**src/rtl/usp_pkg.sv**
```systemverilog
// ----------------------------------------------------------------------------
// usp_pkg: shared definitions for the UV sphere point generator
// Widths, configuration register indexes, the CORDIC angle table and the
// sideband type that travels down the pipeline.
// ----------------------------------------------------------------------------
package usp_pkg;

    localparam int MAX_SEGMENTS_DEF   = 256;
    localparam int TRIG_FRAC_BITS_DEF = 14;

    localparam int STEP_W   = 9;                // grid step and segment count width
    localparam int RADIUS_W = 16;
    localparam int POS_W    = 17;
    localparam int IDX_W    = 17;
    localparam int CFG_IDX_W  = 2;
    localparam int CFG_DATA_W = 16;

    // Phase division: 41-bit numerator, 33 quotient bits, one bit per cell.
    localparam int NUM_W    = 41;
    localparam int QUO_W    = 33;
    localparam int PHASE_W  = 32;

    // CORDIC datapath in Q2.30 with headroom.
    localparam int INNER_FRAC   = 30;
    localparam int CORDIC_ITERS = 30;
    localparam int XY_W         = 34;
    localparam int Z_W          = 33;
    localparam logic signed [XY_W-1:0] CORDIC_GAIN = XY_W'(652032874);

    localparam int POS_LIMIT = 65535;

    typedef enum logic [CFG_IDX_W-1:0] {
        REG_RADIUS       = 2'd0,
        REG_LAT_SEGMENTS = 2'd1,
        REG_LON_SEGMENTS = 2'd2
    } cfg_reg_t;

    typedef struct packed {
        logic [STEP_W-1:0] lat_step;
        logic [STEP_W-1:0] lon_step;
        logic [1:0]        quad_t;
        logic [1:0]        quad_p;
    } side_t;

    // Arctangent of 2^-i as a fraction of a full turn, 2^32 per turn.
    function automatic logic [PHASE_W-1:0] atan_turn(input int i);
        logic [PHASE_W-1:0] a;
        case (i)
            0:  a = 32'd536870912;
            1:  a = 32'd316933406;
            2:  a = 32'd167458907;
            3:  a = 32'd85004756;
            4:  a = 32'd42667331;
            5:  a = 32'd21354465;
            6:  a = 32'd10679838;
            7:  a = 32'd5340245;
            8:  a = 32'd2670163;
            9:  a = 32'd1335087;
            10: a = 32'd667544;
            11: a = 32'd333772;
            12: a = 32'd166886;
            13: a = 32'd83443;
            14: a = 32'd41722;
            15: a = 32'd20861;
            16: a = 32'd10430;
            17: a = 32'd5215;
            18: a = 32'd2608;
            19: a = 32'd1304;
            20: a = 32'd652;
            21: a = 32'd326;
            22: a = 32'd163;
            23: a = 32'd81;
            24: a = 32'd41;
            25: a = 32'd20;
            26: a = 32'd10;
            27: a = 32'd5;
            28: a = 32'd3;
            29: a = 32'd1;
            default: a = 32'd0;
        endcase
        return a;
    endfunction

endpackage

```
**src/rtl/usp_div_cell.sv**
```systemverilog
// ----------------------------------------------------------------------------
// usp_div_cell: one restoring division step
// Shifts in the next numerator bit, subtracts the divisor when it fits and
// shifts the quotient bit into the low end of the numerator word.
// ----------------------------------------------------------------------------
module usp_div_cell
    import usp_pkg::*;
(
    input  logic              clk,
    input  logic              en,
    input  logic [STEP_W-1:0] divisor,
    input  logic [STEP_W-1:0] rem_in,
    input  logic [QUO_W-1:0]  num_in,
    output logic [STEP_W-1:0] rem_reg,
    output logic [QUO_W-1:0]  num_reg
);

    logic [STEP_W:0]   trial;
    logic              fits;
    logic [STEP_W:0]   diff;
    logic [STEP_W-1:0] rem_next;
    logic [QUO_W-1:0]  num_next;

    always_comb
    begin
        trial    = {rem_in, num_in[QUO_W-1]};
        fits     = (trial >= {1'b0, divisor});
        diff     = trial - {1'b0, divisor};
        rem_next = fits ? diff[STEP_W-1:0] : trial[STEP_W-1:0];
        num_next = {num_in[QUO_W-2:0], fits};
    end

    always_ff @(posedge clk)
    begin
        if (en)
        begin
            rem_reg <= rem_next;
            num_reg <= num_next;
        end
    end

endmodule

```
**config.mk**
```make
export PLATFORM = sky130hd
export DESIGN_NAME = usp_div_cell
export DESIGN_NICKNAME = d
export VERILOG_FILES = /design/src/rtl/usp_pkg.sv /design/src/rtl/usp_div_cell.sv
export SDC_FILE = /design/constraint.sdc
export NUM_CORES = 1
export LEC_CHECK = 0
export BUFFER_PORTS_ARGS = -buffer_cell sky130_fd_sc_hd__buf_2
export CORE_MARGIN = 2
export CORE_UTILIZATION = 45
export CTS_BUF_LIST = sky130_fd_sc_hd__clkbuf_4
export CTS_CLUSTER_DIAMETER = 120
export DETAILED_ROUTE_END_ITERATION = 10
export HOLD_SLACK_MARGIN = 0.08
export PLACE_DENSITY = 0.79
export SLEW_MARGIN = 20
export SYNTH_ARGS = -nofsm -noshare
export SYNTH_HDL_FRONTEND = slang
export SYNTH_SLANG_ARGS = --single-unit
export TNS_END_PERCENT = 5
```
**constraint.sdc**
```tcl
create_clock -name clk -period 2.7 [get_ports clk]
set_input_delay 0.27 -clock clk [delete_from_list [all_inputs] [get_ports clk]]
set_output_delay 0.27 -clock clk [all_outputs]
set_load 0.005 [all_outputs]
```
==> results of run 1 <==
## power groups by stage
stage	Clock (uW)	Sequential, uW	Combinational [uW]
global route	308	809	337
finish	271	803	308
floorplan	0	830	136
detailed placement	0	819	281
global placement	0	816	274
CTS	285	804	285
## metrics by stage
| step | power, uW | setup slack (ns) |
|---|---|---|
| CTS | 1370 | 0.450 |
| detailed placement | 1100 | 0.0715 |
| global route | 1450 | 0.307 |
| global placement | 1090 | 0.142 |
| finish | 1380 | 0.448 |
| floorplan | 966 | 0.345 |
## per-layer routing
layer	up-vias	track usage, %	part of all wire, %
met4	0	6.32	1.5
met5	-	0	0
met3	8	6.40	8.6
met1	685	19.6	41
met2	72	31.2	49
li1	740	-	-
## path summary, 6_finish.rpt
path	startpoint	end	cells after the start
hold / removal	num_in[19]	num_reg[20]	1
setup / recovery	num_in[32]	rem_reg[6]	10
## final cells by class
type                    instances  area (sq um)
flip-flops and latches         42          1260
multi-input cells              69           598
inverters                      13          51.3
repair buffers                117           701
fillers                       299          1340
clock buffers                   5          37.5
well taps                      50          62.6
clock inverters                 2          10.0
## cell usage in the layout, fill, tap and decap left out, drive strengths merged, types with 2 or more instances in the layout
cell / n
xnor2: 2
edfxtp: 42
o21ai: 2
nand2: 4
dlygate4sd3: 23
o211ai: 4
inv: 13
ha: 9
nand2b: 3
nor2: 2
o31ai: 2
a2111oi: 2
nand3: 2
a211oi: 4
a21oi: 6
a21o: 3
clkinv: 2
mux2i: 2
clkbuf: 5
buf: 94
a211o: 2
mux2: 4
## cell families after synthesis
| family | count (synthesis) |
|---|---|
| flip-flops | 42 |
| multiplexers | 6 |
| buffers and inverters | 17 |
| AND/OR/NAND/NOR | 17 |
| adder cells (fa/ha/maj) | 10 |
| XOR/XNOR | 3 |
| AO/OA/AOI/OAI | 33 |
## timing repair
item	in CTS	in global routing
resized for setup	0	0
hold buffers	2	21
hold endpoints to repair	2	21
==> metrics.txt, run 1 <==
status completed; Req. time, crit path 2.80 ns; critical path's most frequent cell inv_1; syn nets 191; worst hold slack 0.101 ns; Synth Area in Simple Gates 5.05%; Synth Area in Adders 6.86%; crit end category flip-flop; global-route wire length before repair 6.61 mm; top cells by area, synth edfxtp_1 65%, ha_1 5.8%, inv_1 2.3%, mux2_4 2.3%, a21oi_1 1.6%; Syn Inst Count 128; Int Power 1040 uW; yosys warns 0; initial antenna violation count 0; largest family of logic cells by synthesized area compound AO/OA/AOI/OAI gates; grt ovf 0; n_diodes 0; Synth Cell Area 1930 sq um; Num CTS Buffers 5; PortBufs 94; ys async rst share 0%; drt first pass iters 4; Worst EP arrival 2.35 ns; final-stage net count 311; Setup TNS Final 0 ns; clock-pin slew on the worst setup and hold paths 0.11 ns; Startpoint Class primary input; vias in the first global route 1346; final slew viol count 0; Initial Util 47.7%; flops & latches, synth 42; worst vdd ir 0.185 mV; Max clock buf depth 2; GPL Wtd Cong 0.879; Tcrit/Tclk final 83.4%; crit-path leading delay family compound AO/OA/AOI/OAI gates; crit-path cells buf_2 > inv_1 > ha_1 > inv_1 > fa_1 > a211oi_2 > o21ai_2 > a211oi_4 > inv_4 > mux2_4; die area 4840 sq um; Antenna Nets Post-Route 0; Routed WL per cell 14.9 um; Pleak 0.00121 uW; Synth Flop Type edfxtp_1; Cell variety after synth 42; max FFs per register 33; switching power share of the total 24.6%; post-synthesis compound-gate area fraction 13.7%; TritonCTS Sinks 42; clock power share 19.6%; DRC 0; final design utilization 67.1%; H-tree levels 2; slowest stage delay, CP 0.42 ns; Synth area leader edfxtp_1; maxcap violations 0; post-CTS setup buffer count 0; placed insts 268; CTS Root Cell clkbuf_4; Hold Path Class in2reg; Synth Area per Inst 15.1 sq um; NetSw 340 uW; count leader, synth edfxtp_1; Worst path slowest cell fa_1; sequential area share after synthesis 65.2%; CTS tree yes; mux share of post-synthesis cell area 3.95%; Iter 0 DRT Violations 59; layout cells sized above 1 45.2%; Sequential Power Share 58.1%; die height 69.6 um; Tot GR Track Use 17.7%; Worst slew margin 41.1%; Final setup violation count 0; Layout Area Growth over Synthesis 40.7%; num rows 23; fin crit period 2.25 ns; hpwl dp 3.34 mm; EDFF count, synth 42; post-synthesis xor/xnor area fraction 1.36%; worst-path fanout max 7; Die W 69.6 um; Pwr Density 508 nW/um^2; Combinational Power Share 22.3%; Core ar. 4060 sq um; Yosys top cell area share 65.2%; Finished Cell Area 2720 sq um; final hold viol count 0; dpl cell area 2440 sq um; Bufs and invs on worst path 4; Post-Route WL 4.45 mm; synth cell count leaders 42 x edfxtp_1, 12 x inv_1, 9 x ha_1; Crit Path Class in2reg; largest net degree at the start of global routing 43; # IOs 95; Worst Max-Slew Pin Slew 0.883 ns; via-per-instance ratio 5.05; Fmax 0.444 GHz; total number of vias 1505; RSZ-0062 raised after global routing no; Final Non-Filler Cells 298
Power figures use the tool's default switching activity.
==> run 2: changes to the inputs <==
==> constraint.sdc (replaced) <==
create_clock -name clk -period 2.2 [get_ports clk]
set_input_delay 0.22 -clock clk [delete_from_list [all_inputs] [get_ports clk]]
set_output_delay 0.22 -clock clk [all_outputs]
set_load 0.005 [all_outputs]
==> run 2 against run 1 <==
Cell count rose by 7.7%. Die area did not move. Via count rose by 6.5%. Clock-buffer cell count did not move. Routed wire length rose by 9.0%. Non-clock buffer count rose by 22. Critical path depth did not move. Setup slack got worse by 0.27 ns. Sequential share of layout area fell by 3.1 points. Sequential power rose by 23%. Combinational power rose by 38%. Flip-flop and latch count did not move. Critical endpoint unchanged.
==> metrics.txt, run 2 (synthesis gave the netlist of run 1 again) <==
commonest cells after routing, fill and taps aside 94 x buf_2, 42 x edfxtp_1, 32 x dlygate4sd3_1, 13 x buf_4, 12 x inv_1; grt ovf 0 (unchanged); Routed WL per cell 15.1 um (+1.2%); CTS Root Cell clkbuf_4; Worst EP arrival 2.10 ns (-0.25 ns); Pleak 0.00131 uW (+8.2%); die area 4840 sq um (unchanged); status completed; clock-pin slew on the worst setup and hold paths 0.11 ns (about the same); vias in the first global route 1574 (+17%); RSZ-0062 raised after global routing no; max FFs per register 33 (unchanged); total number of vias 1603 (+6.5%); critical hold path startpoint rem_in[3]; commonest non-fill, non-tap cell in the layout buf_2; PortBufs 94 (unchanged); CTS resizes 0 (unchanged); Startpoint Class primary input; Worst Max-Slew Pin Slew 0.507 ns (-0.375 ns); via-per-instance ratio 4.99 (-1.1%); H-tree levels 2 (unchanged); fin crit period 2.02 ns; Worst slew margin 66.2% (+25 points); total chip power 1740 uW (+26%); Tot GR Track Use 20.3% (+2.6 points); DRC 0 (unchanged); Max clock buf depth 2 (unchanged); post-CTS setup buffer count 0 (unchanged); TritonCTS Sinks 42 (unchanged); crit path from num_in[32]; Num CTS Buffers 5 (unchanged); num rows 23 (unchanged); Final setup violation count 0 (unchanged); # IOs 95 (unchanged); Tcrit/Tclk final 92.0%; initial antenna violation count 1 (+1); drt first pass iters 4 (unchanged); global-route wire length before repair 7.53 mm (+14%); Initial Util 47.7% (unchanged); Hold Path Class in2reg; Die W 69.6 um (unchanged); die height 69.6 um (unchanged); final slew viol count 0 (unchanged); maxcap violations 0 (unchanged); fillcell total 270 (-9.7%); Crit Path Class in2reg; Post-Route WL 4.85 mm (+9.0%); Req. time, crit path 2.28 ns (-0.52 ns); Pwr Density 597 nW/um^2 (+18%); Core ar. 4060 sq um (unchanged); layout cells sized above 1 46.7% (+1.5 points); GPL Wtd Cong 0.839 (-4.5%); worst hold slack 0.218 ns (+0.117 ns); worst-path fanout max 7 (unchanged); largest net degree at the start of global routing 43 (unchanged); Layout Area Growth over Synthesis 50.6%; Fmax 0.494 GHz; hpwl dp 3.43 mm (+2.8%); Antenna Nets Post-Route 0 (unchanged); final-stage net count 333 (+7.1%); CTS tree yes; final hold viol count 0 (unchanged); crit end category flip-flop; worst vdd ir 0.238 mV (+28%); Iter 0 DRT Violations 79 (+34%)
[run 2: cell types whose count changed in the layout (fill, tap and decap cells not counted)]
| cell | before | now |
|---|---|---|
| buf_4 | 0 | 13 |
| diode_2 | 0 | 1 |
| dlygate4sd3_1 | 23 | 32 |
| fa_1 | 1 | 0 |
| fa_2 | 0 | 1 |
[run 2: critical path: stages]
cell,delay (ns)
buf_2,0.09
inv_1,0.06
ha_1,0.15
inv_1,0.05
fa_2,0.34
a211oi_2,0.27
o21ai_2,0.14
a211oi_4,0.35
inv_4,0.10
mux2_4,0.30
[run 2: metrics by stage]
| step | cells | setup TNS [ns] | setup slack (ns) | area [sq um] | util, % |
|---|---|---|---|---|---|
| final | 321 | 0 | 0.176 | 2910 | 71.8 |
| after global routing | 321 | 0 | 0.0532 | 2910 | 71.8 |
| after CTS | 320 | 0 | 0.209 | 2910 | 71.8 |
| after detailed placement | 281 | -0.807 | -0.165 | 2540 | 62.7 |
| after global placement | 281 | -0.370 | -0.0912 | 2540 | 62.7 |
| after floorplan | 128 | 0 | 0.0241 | 1940 | - |
[run 2: layout make-up]
type                    instances  area (sq um)  share of cell area, %
flip-flops and latches         42          1260                   43.3
repair buffers                139           888                   30.5
multi-input cells              69           601                   20.6
well taps                      50          62.6                   2.15
inverters                      13          51.3                   1.76
clock buffers                   5          37.5                   1.29
clock inverters                 2          10.0                  0.343
diodes                          1          2.50                 0.0859
[run 2: final timing paths]
| path | cells past startpoint | end |
|---|---|---|
| worst min-delay path | 2 | rem_reg[4] |
| worst max-delay path | 10 | rem_reg[6] |
[run 2: power breakdown]
| group | switching, uW | internal, uW | total (uW) |
|---|---|---|---|
| sequential | 18.4 | 970 | 988 |
| clock | 212 | 115 | 327 |
| combinational | 194 | 230 | 424 |
| total | 425 | 1310 | 1740 |
[run 2: repair_timing]
item                                    4_1_cts  5_1_grt
hold buffers                                 32        0
endpoints found under the setup margin        0        0
hold endpoints to repair                     32        0
[run 2: layer usage]
metal / routed length (um) / vias up / track usage, %
met3: 401 / 10 / 6.10
met1: 1930 / 727 / 23.3
li1: - / 785 / -
met4: 112 / 0 / 7.84
met5: 0 / - / 0
met2: 2400 / 81 / 35.5
