--- src/rtl/usp_pkg.sv ---
// ----------------------------------------------------------------------------
// usp_pkg: shared definitions for the UV sphere point generator
// Widths, configuration register indexes, the CORDIC angle table and the
// sideband type that travels down the pipeline.
// ----------------------------------------------------------------------------
package usp_pkg;

    localparam int MAX_SEGMENTS_DEF   = 256;
    localparam int TRIG_FRAC_BITS_DEF = 14;

    localparam int STEP_W   = 9;                // grid step and segment count width
    localparam int RADIUS_W = 16;
    localparam int POS_W    = 17;
    localparam int IDX_W    = 17;
    localparam int CFG_IDX_W  = 2;
    localparam int CFG_DATA_W = 16;

    // Phase division: 41-bit numerator, 33 quotient bits, one bit per cell.
    localparam int NUM_W    = 41;
    localparam int QUO_W    = 33;
    localparam int PHASE_W  = 32;

    // CORDIC datapath in Q2.30 with headroom.
    localparam int INNER_FRAC   = 30;
    localparam int CORDIC_ITERS = 30;
    localparam int XY_W         = 34;
    localparam int Z_W          = 33;
    localparam logic signed [XY_W-1:0] CORDIC_GAIN = XY_W'(652032874);

    localparam int POS_LIMIT = 65535;

    typedef enum logic [CFG_IDX_W-1:0] {
        REG_RADIUS       = 2'd0,
        REG_LAT_SEGMENTS = 2'd1,
        REG_LON_SEGMENTS = 2'd2
    } cfg_reg_t;

    typedef struct packed {
        logic [STEP_W-1:0] lat_step;
        logic [STEP_W-1:0] lon_step;
        logic [1:0]        quad_t;
        logic [1:0]        quad_p;
    } side_t;

    // Arctangent of 2^-i as a fraction of a full turn, 2^32 per turn.
    function automatic logic [PHASE_W-1:0] atan_turn(input int i);
        logic [PHASE_W-1:0] a;
        case (i)
            0:  a = 32'd536870912;
            1:  a = 32'd316933406;
            2:  a = 32'd167458907;
            3:  a = 32'd85004756;
            4:  a = 32'd42667331;
            5:  a = 32'd21354465;
            6:  a = 32'd10679838;
            7:  a = 32'd5340245;
            8:  a = 32'd2670163;
            9:  a = 32'd1335087;
            10: a = 32'd667544;
            11: a = 32'd333772;
            12: a = 32'd166886;
            13: a = 32'd83443;
            14: a = 32'd41722;
            15: a = 32'd20861;
            16: a = 32'd10430;
            17: a = 32'd5215;
            18: a = 32'd2608;
            19: a = 32'd1304;
            20: a = 32'd652;
            21: a = 32'd326;
            22: a = 32'd163;
            23: a = 32'd81;
            24: a = 32'd41;
            25: a = 32'd20;
            26: a = 32'd10;
            27: a = 32'd5;
            28: a = 32'd3;
            29: a = 32'd1;
            default: a = 32'd0;
        endcase
        return a;
    endfunction

endpackage

--- src/rtl/usp_cordic_cell.sv ---
// ----------------------------------------------------------------------------
// usp_cordic_cell: one CORDIC rotation
// Rotates (x, y) by plus or minus atan(2^-STAGE) toward a zero residual angle.
// ----------------------------------------------------------------------------
module usp_cordic_cell
    import usp_pkg::*;
#(
    parameter int STAGE = 0
)
(
    input  logic                   clk,
    input  logic                   en,
    input  logic signed [XY_W-1:0] x_in,
    input  logic signed [XY_W-1:0] y_in,
    input  logic signed [Z_W-1:0]  z_in,
    output logic signed [XY_W-1:0] x_reg,
    output logic signed [XY_W-1:0] y_reg,
    output logic signed [Z_W-1:0]  z_reg
);

    localparam logic signed [Z_W-1:0] ANGLE = Z_W'(atan_turn(STAGE));

    logic signed [XY_W-1:0] dx;
    logic signed [XY_W-1:0] dy;
    logic signed [XY_W-1:0] x_next;
    logic signed [XY_W-1:0] y_next;
    logic signed [Z_W-1:0]  z_next;

    always_comb
    begin
        dx = y_in >>> STAGE;
        dy = x_in >>> STAGE;
        if (!z_in[Z_W-1])
        begin
            x_next = x_in - dx;
            y_next = y_in + dy;
            z_next = z_in - ANGLE;
        end
        else
        begin
            x_next = x_in + dx;
            y_next = y_in - dy;
            z_next = z_in + ANGLE;
        end
    end

    always_ff @(posedge clk)
    begin
        if (en)
        begin
            x_reg <= x_next;
            y_reg <= y_next;
            z_reg <= z_next;
        end
    end

endmodule

--- config.mk ---
export PLATFORM = sky130hd
export DESIGN_NAME = usp_cordic_cell
export DESIGN_NICKNAME = d
export VERILOG_FILES = /design/src/rtl/usp_pkg.sv /design/src/rtl/usp_cordic_cell.sv
export SDC_FILE = /design/constraint.sdc
export NUM_CORES = 1
export LEC_CHECK = 0
export ABC_AREA = 1
export BUFFER_PORTS_ARGS = -buffer_cell sky130_fd_sc_hd__buf_2
export CORE_AREA = 2 2 117 176
export CTS_CLUSTER_SIZE = 24
export DETAILED_ROUTE_END_ITERATION = 8
export DIE_AREA = 0 0 119 178
export PLACE_DENSITY = 0.82
export RECOVER_POWER = 100
export SLEW_MARGIN = 20
export SYNTH_ARGS = -nofsm -noshare
export SYNTH_HDL_FRONTEND = slang
export SYNTH_SLANG_ARGS = --single-unit
--- constraint.sdc ---
create_clock -name clk -period 2.5 [get_ports clk]
set_clock_uncertainty 0.1 [all_clocks]
set_input_delay 0.5 -clock clk [delete_from_list [all_inputs] [get_ports clk]]
set_output_delay 0.5 -clock clk [all_outputs]
set_load 0.05 [all_outputs]
==> parameters.txt, run 1 <==
Parameter                              Value

Status
  Violations in the final reports ... max-capacitance violations, max-slew violations
  Outcome ... complete, but fails checks

Layout
  Number of flip-flops in the largest register ... 34
  Fraction of layout instances using a drive strength above 1 ... between 20% and 30%
  Post-route standard cell area excluding fillers ... approximately 0.014 mm²
  Growth of design area from synthesis to finish ... 31.4%
  Final Net Count ... 2240
  Antenna fix cells ... 0
  Number of standard cells in the layout, taps in and fillers out ... between 2000 and 2500

Logic synthesis
  Count of mapped cells out of synthesis ... 1588
  Sequential area share after synthesis ... about 28%
  Nets in the synthesized netlist ... 1797
  Post-synth EDFFs ... 100
  Average footprint of a synthesized cell ... 6.74 µm²
  Ys Warns ... 0
  Top_reg_cell synth ... sky130_fd_sc_hd__edfxtp_1
  Unique cell type count in the Yosys netlist ... 47
  Top cells by area, synth ... sky130_fd_sc_hd__edfxtp_1 (28%), sky130_fd_sc_hd__nand2_1 (16%), sky130_fd_sc_hd__ha_1 (12%), sky130_fd_sc_hd__inv_1 (8.5%), sky130_fd_sc_hd__nand3_1 (7.4%)
  Synth top area share ... 28.1%
  Cell type with the largest total area after synthesis ... sky130_fd_sc_hd__edfxtp_1
  Flop and latch count out of synthesis ... 100
  Post-synthesis instance area ... approximately 0.011 mm²
  Share of synthesized flip-flops with an asynchronous set or reset ... 0%

Global routing
  Largest net degree at the start of global routing ... slightly below 50
  Wire length of the first global-routing pass ... around 66000 µm
  Total congestion overflow after global routing ... 0
  Overall Global Routing Usage ... between 40% and 50%
  Antenna violations before repair ... 0
  Vias in the first global route ... 12900

Detailed routing
  Avg WL per Cell ... between 15 and 20 µm
  Average via count per standard cell ... 5.55
  Count of antenna-violating nets left after detailed routing ... 0
  Count of unresolved DRC violations after routing ... 0
  Final WL ... approximately 44000 µm
  Iteration-0 DRC count of the detailed router ... 1145
  Via total after detailed routing ... approximately 13000
  Pre-Repair DR Iteration Count ... 6

Floorplan
  Starting density of the core ... between 50 and 60%
  Placement row count ... between 60 and 70
  Die Span Y ... approximately 180 µm
  Core box area ... slightly below 0.02 mm²
  Die Footprint ... between 0.02 and 0.025 mm²
  Horizontal die dimension ... about 120 µm
  Ports ... 204

Clock tree
  TritonCTS Buffers ... 9
  CTS Root Cell ... sky130_fd_sc_hd__clkbuf_16
  Clock tree buffer depth ... 2
  H-Tree Depth ... 3
  Number of instances resized during post-cts repair ... 0
  Clock transition at the registers of the reported paths ... 80 ps
  Post-CTS setup-driven buffer insertion count ... 0
  CTS tree ... yes
  Number of buffers inserted by hold repair at cts ... 0
  Clock sinks ... 100

Hold path
  Type of the worst min-delay path ... in -> reg
  Source of the worst hold timing path ... z_in[22]
  Endpoint, Worst Hold ... z_reg[22]
  Worst hold path depth ... 1

Worst setup path
  Delay of the slowest cell on the worst path ... 420 ps
  Cell family with most CP delay ... simple AND/OR/NAND/NOR gates
  Arrival @ worst endpoint ... about 2500 ps
  Required time of the worst setup path ... 2480 ps
  CP max stage cell ... sky130_fd_sc_hd__ha_1
  Critical setup path kind ... in -> reg
  Crit. End Element ... flip-flop
  Number of buffers and inverters on the critical path ... 4
  Cell-by-cell listing of the critical path ... buf_2, inv_1, ha_1, nand2_1, clkbuf_4, nor3_2, nand2_1, nand3_1, clkbuf_4, xor2_1, o21ai_0
  Kind of launch point of the worst setup path ... input pin
  Worst-path maximum fanout ... 7

Power and ir drop
  Power per cell area ... between 500 and 600 mW/mm²
  Worst-case vdd ir drop ... 0.343 mV
  Cell leakage power ... roughly 7.3 nW
  Power consumption ... around 7.4 mW

Timing
  Hold Vio Cnt, Final ... 0
  Actual slew at the worst max-slew pin ... 2090 ps
  Endpoints failing setup ... 0
  Total count of max-transition violations in the final report ... 28
  Final critical-path share of the clock period ... 99.7%
  Highest attainable clock frequency ... 401 MHz
  Final setup TNS ... 0 ps
  Final min period ... approximately 2500 ps
  Slew Limit Headroom ... -39.6%

Flow run
  Number of max-capacitance violations reported ... 1

Placement
  Placer Congestion ... between 1 and 1.5
  Port buffer count ... 203
  Placed cell count ... 2280
  Estimated wirelength of the detail-placed design ... ~36000 µm
  Standard cell area after detailed placement ... ~0.014 mm²
[layout make-up]
class                      count  area (µm²)
tap                          260         325
multi-input combinational   1181        6440
timing repair buffer         478        2990
clock buffer                   9         225
sequential                   100        3000
inverter                     261         982
fill                        1752        5570
clock inverter                 7        88.8
[cells in the final DEF (no fill, tap or decap), types with 4 or more instances in the layout]
master,n
sky130_fd_sc_hd__o21bai_1,15
sky130_fd_sc_hd__o21ai_1,13
sky130_fd_sc_hd__nor3_1,11
sky130_fd_sc_hd__nand2_2,14
sky130_fd_sc_hd__nor2_1,109
sky130_fd_sc_hd__inv_1,241
sky130_fd_sc_hd__clkbuf_1,107
sky130_fd_sc_hd__a21o_1,6
sky130_fd_sc_hd__a21oi_2,10
sky130_fd_sc_hd__inv_2,18
sky130_fd_sc_hd__nand3_1,159
sky130_fd_sc_hd__buf_12,5
sky130_fd_sc_hd__clkbuf_4,15
sky130_fd_sc_hd__clkbuf_2,5
sky130_fd_sc_hd__a21oi_1,101
sky130_fd_sc_hd__nor2_2,16
sky130_fd_sc_hd__o21a_1,7
sky130_fd_sc_hd__o21ai_0,70
sky130_fd_sc_hd__edfxtp_1,100
sky130_fd_sc_hd__ha_1,92
sky130_fd_sc_hd__nand2_1,465
sky130_fd_sc_hd__or2_2,4
sky130_fd_sc_hd__clkbuf_16,9
sky130_fd_sc_hd__ha_2,10
sky130_fd_sc_hd__buf_4,249
sky130_fd_sc_hd__xor2_1,24
sky130_fd_sc_hd__buf_2,97
sky130_fd_sc_hd__o22ai_1,6
sky130_fd_sc_hd__nand4_1,13
[Yosys cell counts, drive strengths merged (6+ instances only)]
cell    number
o21a         7
nor3        14
inv        260
xor2        24
nand2      480
o21bai      16
edfxtp     100
a21oi      111
a21o         6
nor2       128
or2          6
clkbuf      10
o22ai        6
nand4       13
buf         36
nand3      160
ha         102
o21ai       85
[power breakdown]
part / leakage (nW) / total [mW] / internal (mW) / switching [mW]
clock: 0.153 / 1.51 / 0.728 / 0.784
sequential: 0.978 / 2.20 / 2.11 / 0.0895
combinational: 6.15 / 3.64 / 1.17 / 2.48
total: 7.28 / 7.36 / 4.01 / 3.35
[stage by stage]
| step | hold slack, ps | setup slack [ps] | utilization [%] |
|---|---|---|---|
| final | 200 | 7.15 | 71.6 |
| after global routing | 188 | -45.4 | 71.6 |
| after CTS | 197 | 81.2 | 72.1 |
| after detailed placement | 578 | -295 | 70.5 |
| after global placement | 577 | -271 | 70.5 |
| after floorplan | 499 | 206 | - |
[worst max-delay path by stage]
| stage | slack, ps | endpoint | depth (start not counted) | start |
|---|---|---|---|---|
| after global routing | -50 | y_reg[10] | 12 | x_in[5] |
| after global placement | -270 | y_reg[32] | 12 | x_in[19] |
| final | 7 | y_reg[11] | 11 | x_in[4] |
| after CTS | 80 | y_reg[14] | 13 | x_in[13] |
| after floorplan | 210 | y_reg[32] | 13 | x_in[0] |
| after detailed placement | -290 | y_reg[14] | 13 | x_in[13] |
[routing by layer]
metal	vias to the layer above	part of all wire, %	GRT usage (%)
li1	5996	-	-
met1	5765	32	39.3
met2	735	51	76.3
met3	248	6.4	5.21
met4	0	10	38.3
met5	-	0	0
[logic make-up (layout without fill, tap and decap cells)]
logic type               count (synthesis)  after routing  synth area share (%)
XOR/XNOR                                25             25                  2.05
buffers and inverters                  307            755                  12.2
AO/OA/AOI/OAI                          240            240                  12.5
multiplexers                             2              2                 0.187
AND/OR/NAND/NOR                        808            808                  32.3
adder cells (fa/ha/maj)                106            106                  12.7
flip-flops                             100            100                  28.1
Power figures use the tool's default switching activity.
==> run 2: changes to the inputs <==
--- a/config.mk
+++ b/config.mk
@@ -7,11 +7,11 @@
 export LEC_CHECK = 0
 export ABC_AREA = 1
 export BUFFER_PORTS_ARGS = -buffer_cell sky130_fd_sc_hd__buf_2
-export CORE_AREA = 2 2 117 176
+export CORE_AREA = 2 2 172 259
 export CTS_CLUSTER_SIZE = 24
 export DETAILED_ROUTE_END_ITERATION = 8
-export DIE_AREA = 0 0 119 178
-export PLACE_DENSITY = 0.82
+export DIE_AREA = 0 0 174 261
+export PLACE_DENSITY = 0.45
 export RECOVER_POWER = 100
 export SLEW_MARGIN = 20
 export SYNTH_ARGS = -nofsm -noshare
==> constraint.sdc (replaced) <==
create_clock -name clk -period 2.5 [get_ports clk]
set_clock_uncertainty 0.1 [all_clocks]
set_input_delay 0.5 -clock clk [delete_from_list [all_inputs] [get_ports clk]]
set_output_delay 0.5 -clock clk [all_outputs]
set_load 0.01 [all_outputs]
==> run 2 against run 1 <==
The flow now finishes without violations. Flip-flop and latch count unchanged. Maximum frequency up 4.3%. Clock power about the same. Global-route usage down 21 points. Setup slack better by 100 ps. Worst hold slack worse by 5.9 ps. Cell area up 6.1%. Critical path type unchanged. Largest cell class unchanged. Highest routed layer unchanged.
==> parameters.txt, run 2 (synthesis gave the netlist of run 1 again) <==
Parameter                              Value

Worst setup path
  Crit path top cell by count ... sky130_fd_sc_hd__nand2_1
  Crit. End Element ... flip-flop (unchanged)
  Required time of the worst setup path ... 2560 ps (was 2480 ps)
  Kind of launch point of the worst setup path ... input pin (unchanged)
  Cell-by-cell listing of the critical path ... buf_2, inv_1, ha_1, buf_4, buf_4, nor2_1, nand2_1, nor4_2, nand2_1, nand2_1, nand2_1, nand3_1, nand2_1 (was buf_2, inv_1, ha_1, nand2_1, clkbuf_4, nor3_2, nand2_1, nand3_1, clkbuf_4, xor2_1, o21ai_0)
  Worst-path maximum fanout ... 5 (was 7)
  Critical setup path kind ... in -> reg (unchanged)
  Delay of the slowest cell on the worst path ... 360 ps (was 420 ps)
  Arrival @ worst endpoint ... 2450 ps (was 2470 ps)
  CP max stage cell ... sky130_fd_sc_hd__nor4_2 (was sky130_fd_sc_hd__ha_1)

Floorplan
  Placement row count ... 94 (was 63)
  Horizontal die dimension ... 174 µm (was 119 µm)
  Core box area ... 0.0433 mm² (was 0.0196 mm²)
  Die Span Y ... 261 µm (was 178 µm)
  Starting density of the core ... 24.7% (was 54.5%)
  Die Footprint ... 0.0454 mm² (was 0.0212 mm²)
  Ports ... 204 (unchanged)

Layout
  Final Net Count ... 2301 (was 2240)
  Most common cell after layout, fill and taps aside ... sky130_fd_sc_hd__nand2_1 (unchanged)
  Number of flip-flops in the largest register ... 34 (unchanged)
  Layout filler cell count ... 4887 (was 1752)
  Total area of multi-input combinational cells ... 0.00647 mm² (was 0.00644 mm²)
  Antenna fix cells ... 0 (unchanged)
  Reg area ... 0.00300 mm² (unchanged)
  Growth of design area from synthesis to finish ... 39.4% (was 31.4%)
  Fraction of layout instances using a drive strength above 1 ... 26.0% (was 23.4%)
  Final standard cell utilization of the core ... 34.5% (was 71.6%)
  Commonest cells after routing, fill and taps aside ... sky130_fd_sc_hd__nand2_1 (464), sky130_fd_sc_hd__buf_4 (317), sky130_fd_sc_hd__inv_1 (239) (was sky130_fd_sc_hd__nand2_1 (465), sky130_fd_sc_hd__buf_4 (249), sky130_fd_sc_hd__inv_1 (241))

Timing
  Total count of max-transition violations in the final report ... 0 (was 28)
  Endpoints failing setup ... 0 (unchanged)
  Final critical-path share of the clock period ... 95.6% (was 99.7%)
  Setup repair after global routing missed its margin ... true
  Highest attainable clock frequency ... 418 MHz (was 401 MHz)
  Final min period ... 2390 ps (was 2490 ps)
  Actual slew at the worst max-slew pin ... 1470 ps (was 2090 ps)
  Final setup TNS ... 0 ps (unchanged)
  Slew Limit Headroom ... 2.09% (was -39.6%)
  Hold Vio Cnt, Final ... 0 (unchanged)

Detailed routing
  Avg WL per Cell ... 17.3 µm (was 19.2 µm)
  Count of antenna-violating nets left after detailed routing ... 0 (unchanged)
  Iteration-0 DRC count of the detailed router ... 644 (was 1145)
  Via total after detailed routing ... 12100 (was 12700)
  Average via count per standard cell ... 4.51 (was 5.55)
  Pre-Repair DR Iteration Count ... 5 (was 6)
  Count of unresolved DRC violations after routing ... 0 (unchanged)
  Final WL ... 46300 µm (was 44100 µm)

Clock tree
  H-Tree Depth ... 3 (unchanged)
  Clock sinks ... 100 (unchanged)
  Clock tree buffer depth ... 2 (unchanged)
  TritonCTS Buffers ... 9 (unchanged)
  Number of buffers inserted by hold repair at cts ... 0 (unchanged)
  CTS tree ... yes (unchanged)
  Clock transition at the registers of the reported paths ... 90 ps (was 80 ps)
  CTS Root Cell ... sky130_fd_sc_hd__clkbuf_16 (unchanged)

Hold path
  Worst hold path depth ... 1 (unchanged)
  Type of the worst min-delay path ... in -> reg (unchanged)

Global routing
  Wire length of the first global-routing pass ... 68400 µm (was 66300 µm)
  Total congestion overflow after global routing ... 0 (unchanged)
  Antenna violations before repair ... 0 (unchanged)
  Largest net degree at the start of global routing ... 59 (was 49)
  Vias in the first global route ... 12100 (was 12900)
  Overall Global Routing Usage ... 20.0% (was 41.3%)

Power and ir drop
  Power per cell area ... 456 mW/mm² (was 523 mW/mm²)
  Cell leakage power ... 7.55 nW (was 7.28 nW)
  Power consumption ... 6.80 mW (was 7.36 mW)
  Worst-case vdd ir drop ... 0.353 mV (was 0.343 mV)

Status
  Outcome ... finished clean (was complete, but fails checks)

Placement
  Estimated wirelength of the detail-placed design ... 40400 µm (was 36500 µm)
  Placer Congestion ... 0.934 (was 1.05)
  Port buffer count ... 203 (unchanged)

Flow run
  Number of max-capacitance violations reported ... 0 (was 1)
run 2: through the flow:
| step | hold WS (ps) | instance area, µm² | setup WS [ps] | instances |
|---|---|---|---|---|
| final | 194 | 14900 | 109 | 2673 |
| after global routing | 176 | 14900 | -37.5 | 2673 |
| after CTS | 169 | 15000 | 51.3 | 2672 |
| after detailed placement | 578 | 14700 | -354 | 2656 |
| after global placement | 576 | 14700 | -356 | 2656 |
| after floorplan | 499 | 10700 | 206 | 1588 |
run 2: what timing repair did:
| action | 4_1_cts | 5_1_grt |
|---|---|---|
| resized for setup | 0 | 31 |
| endpoints found under the setup margin | 0 | 34 |
| setup buffers | 0 | 1 |
run 2: power breakdown:
part	total, mW	internal (mW)	switching (mW)	leakage, nW
Combinational	3.11	1.26	1.85	6.42
Clock	1.50	0.713	0.792	0.148
Sequential	2.19	2.11	0.0780	0.978
run 2: worst paths after layout:
path	from	endpoint
setup / recovery	x_in[16]	y_reg[32]
hold / removal	z_in[7]	z_reg[7]
run 2: worst max-delay path: cells and delay by family:
| kind | cells | cell delay (ps) |
|---|---|---|
| buf+inv | 4 | 440 |
| simple gates | 8 | 1180 |
| fa+ha+maj | 1 | 320 |
run 2: layer usage:
layer	part of all wire [%]	global-route usage (%)	vias up
li1	-	-	6110
met3	3.2	1.79	79
met1	38	20.9	5565
met4	5.6	12.0	0
met5	0	0	-
met2	53	38.7	297
run 2: cell type report:
type                            count  share of cell area [%]
Clock buffer                        9                    1.51
Multi-Input combinational cell   1181                    43.4
Clock inverter                      7                   0.528
Inverter                          261                    6.58
Timing Repair Buffer              539                    23.0
Sequential cell                   100                    20.1
Tap cell                          576                    4.83
==> run 3: changes to the inputs <==
--- a/config.mk
+++ b/config.mk
@@ -11,6 +11,7 @@
 export CTS_CLUSTER_SIZE = 24
 export DETAILED_ROUTE_END_ITERATION = 8
 export DIE_AREA = 0 0 174 261
+export MAX_ROUTING_LAYER = met4
 export PLACE_DENSITY = 0.45
 export RECOVER_POWER = 100
 export SLEW_MARGIN = 20
==> run 3 against run 2 <==
Global-route usage is 1.0 points higher. Combinational power hardly changed. Maximum frequency about the same. Clock-buffer cell count stayed put. First-iteration DRC count is 1.1% lower. Critical path depth unchanged. Core utilization barely moved. Non-clock buffer count is 6 lower. Clock power barely moved. Sequential share of layout area about the same. Largest power group unchanged. Highest routed layer unchanged.
==> parameters.txt, run 3 (synthesis gave the netlist of run 1 again) <==
Parameter                              Value

Detailed routing
  Iteration-0 DRC count of the detailed router ... 637 (was 644)
  Average via count per standard cell ... 4.54 (was 4.51)
  Pre-Repair DR Iteration Count ... 5 (unchanged)
  Count of unresolved DRC violations after routing ... 0 (unchanged)
  M1 wire length ... 17900 µm (was 17400 µm)
  Routed wire length on met2 ... 26000 µm (was 24700 µm)
  Count of antenna-violating nets left after detailed routing ... 0 (unchanged)
  WL met3 ... 1450 µm (was 1500 µm)
  Avg WL per Cell ... 17.7 µm (was 17.3 µm)
  Via total after detailed routing ... 12100 (about the same)
  Final WL ... 47100 µm (was 46300 µm)
  Highest metal layer used by the detailed router ... met4 (unchanged)

Global routing
  Largest net degree at the start of global routing ... 59 (unchanged)
  Total congestion overflow after global routing ... 0 (unchanged)
  Wire length of the first global-routing pass ... 70200 µm (was 68400 µm)
  Antenna violations before repair ... 0 (unchanged)
  Vias in the first global route ... 12300 (was 12100)
  Overall Global Routing Usage ... 21.0% (was 20.0%)

Timing
  Hold Vio Cnt, Final ... 0 (unchanged)
  Slew Limit Headroom ... 3.11% (was 2.09%)
  Setup WS post-layout ... 110 ps (was 109 ps)
  Final min period ... 2390 ps (about the same)
  Actual slew at the worst max-slew pin ... 1450 ps (was 1470 ps)
  Setup repair after global routing missed its margin ... false (was true)
  Highest attainable clock frequency ... 418 MHz (about the same)
  Total count of max-transition violations in the final report ... 0 (unchanged)
  Final critical-path share of the clock period ... 95.6% (about the same)
  Endpoints failing setup ... 0 (unchanged)

Worst setup path
  Critical setup path kind ... in -> reg (unchanged)
  Delay of the slowest cell on the worst path ... 310 ps (was 360 ps)
  Arrival @ worst endpoint ... 2420 ps (was 2450 ps)
  Kind of launch point of the worst setup path ... input pin (unchanged)
  Worst-path maximum fanout ... 5 (unchanged)
  CP max stage cell ... sky130_fd_sc_hd__ha_2 (was sky130_fd_sc_hd__nor4_2)
  Cell-by-cell listing of the critical path ... buf_2, inv_1, ha_2, clkbuf_4, nand2_1, nand2_1, a21oi_1, nand2_2, nor2_4, o21ai_1, or2_0, nand3_1, nand2_1 (was buf_2, inv_1, ha_1, buf_4, buf_4, nor2_1, nand2_1, nor4_2, nand2_1, nand2_1, nand2_1, nand3_1, nand2_1)
  Crit path top cell by count ... sky130_fd_sc_hd__nand2_1 (unchanged)
  Required time of the worst setup path ... 2530 ps (was 2560 ps)
  Crit. End Element ... flip-flop (unchanged)

Layout
  Antenna fix cells ... 0 (unchanged)
  Most common cell after layout, fill and taps aside ... sky130_fd_sc_hd__nand2_1 (unchanged)
  Layout filler cell count ... 4952 (was 4887)
  Commonest cells after routing, fill and taps aside ... sky130_fd_sc_hd__nand2_1 (461), sky130_fd_sc_hd__buf_4 (310), sky130_fd_sc_hd__inv_1 (240) (was sky130_fd_sc_hd__nand2_1 (464), sky130_fd_sc_hd__buf_4 (317), sky130_fd_sc_hd__inv_1 (239))
  Post-route standard cell area excluding fillers ... 0.0149 mm² (about the same)
  Reg area ... 0.00300 mm² (unchanged)
  Number of flip-flops in the largest register ... 34 (unchanged)
  Total area of multi-input combinational cells ... 0.00650 mm² (was 0.00647 mm²)
  Final Net Count ... 2295 (was 2301)
  Growth of design area from synthesis to finish ... 39.4% (about the same)
  Fraction of layout instances using a drive strength above 1 ... 26.4% (was 26.0%)
  Final standard cell utilization of the core ... 34.5% (about the same)

Clock tree
  H-Tree Depth ... 3 (unchanged)
  Clock transition at the registers of the reported paths ... 80 ps (was 90 ps)
  CTS tree ... yes (unchanged)
  Clock sinks ... 100 (unchanged)
  Clock tree buffer depth ... 2 (unchanged)
  Number of buffers inserted by hold repair at cts ... 0 (unchanged)
  TritonCTS Buffers ... 9 (unchanged)
  CTS Root Cell ... sky130_fd_sc_hd__clkbuf_16 (unchanged)

Placement
  Placer Congestion ... 0.933 (was 0.934)
  Standard cell area after detailed placement ... 0.0146 mm² (was 0.0147 mm²)
  Estimated wirelength of the detail-placed design ... 41000 µm (was 40400 µm)
  Port buffer count ... 203 (unchanged)
  Setup Slack @ Placement ... -475 ps (was -354 ps)

Floorplan
  Die Footprint ... 0.0454 mm² (unchanged)
  Starting density of the core ... 24.7% (unchanged)
  Placement row count ... 94 (unchanged)
  Ports ... 204 (unchanged)
  Die Span Y ... 261 µm (unchanged)
  Core box area ... 0.0433 mm² (unchanged)
  Horizontal die dimension ... 174 µm (unchanged)

Hold path
  Type of the worst min-delay path ... in -> reg (unchanged)
  Worst hold path depth ... 1 (unchanged)
  Source of the worst hold timing path ... z_in[11] (was z_in[7])
  Endpoint, Worst Hold ... z_reg[11] (was z_reg[7])

Power and ir drop
  Worst-case vdd ir drop ... 0.311 mV (was 0.353 mV)
  Power per cell area ... 456 mW/mm² (about the same)
  Cell leakage power ... 7.54 nW (was 7.55 nW)

Status
  Outcome ... finished clean (unchanged)

Flow run
  Number of max-capacitance violations reported ... 0 (unchanged)
## run 3: changes by cell type in the layout (fill, tap and decap cells not counted), moves of 3 or more
cell                       delta
sky130_fd_sc_hd__ha_2         +3
sky130_fd_sc_hd__clkbuf_2     +3
sky130_fd_sc_hd__o21ai_1      -4
sky130_fd_sc_hd__buf_2        +3
sky130_fd_sc_hd__nand2_1      -3
sky130_fd_sc_hd__nand2_2      +3
sky130_fd_sc_hd__nor2_2       -4
sky130_fd_sc_hd__buf_4        -7
sky130_fd_sc_hd__clkbuf_1     -5
sky130_fd_sc_hd__o21ai_0      +3
## run 3: power breakdown
part | total (mW) | switching (mW) | leakage (nW) | internal (mW)
sequential | 2.19 | 0.0761 | 0.978 | 2.11
combinational | 3.13 | 1.87 | 6.42 | 1.26
clock | 1.48 | 0.766 | 0.145 | 0.711
total | 6.80 | 2.71 | 7.54 | 4.08
## run 3: timing repair
action	4_1_cts	5_1_grt
setup buffers	0	1
pin swaps	0	1
endpoints found under the hold margin	0	0
resized for setup	2	37
endpoints found under the setup margin	3	33
## run 3: metal layers
layer	global-route usage, %	vias up
met5	-	-
met3	1.26	56
met1	21.9	5681
met2	41.7	265
met4	7.12	0
li1	-	6102
## run 3: cell type report
class                           count  share of cell area, %
Tap cell                          576                   4.83
Clock inverter                      7                  0.537
Sequential cell                   100                   20.1
Inverter                          261                   6.58
Timing Repair Buffer              533                   22.8
Clock buffer                        9                   1.51
Multi-Input combinational cell   1181                   43.6
## run 3: worst max path at each step
stage / startpoint / endpoint / slack (ps)
after floorplan: x_in[0] / y_reg[32] / 210
after global placement: x_in[6] / x_reg[17] / -490
after detailed placement: x_in[8] / x_reg[17] / -480
after CTS: x_in[15] / x_reg[17] / 6
after global routing: x_in[6] / y_reg[33] / 0.6
final: x_in[6] / x_reg[17] / 110
## run 3: critical path: cells and delay by family
kind                     cells  cell delay, ps
AO/OA/AOI/OAI                2             390
adder cells (fa/ha/maj)      1             310
buffers and inverters        3             310
AND/OR/NAND/NOR              7             910
## run 3: stage by stage
stage / cells / power [mW] / setup TNS (ps) / hold WS (ps)
finish: 2667 / 6.80 / 0 / 193
global route: 2667 / 7.24 / 0 / 179
CTS: 2666 / 6.90 / 0 / 179
detailed placement: 2650 / 5.40 / -14650 / 578
global placement: 2650 / 5.38 / -15220 / 577
floorplan: 1588 / 3.76 / 0 / 499
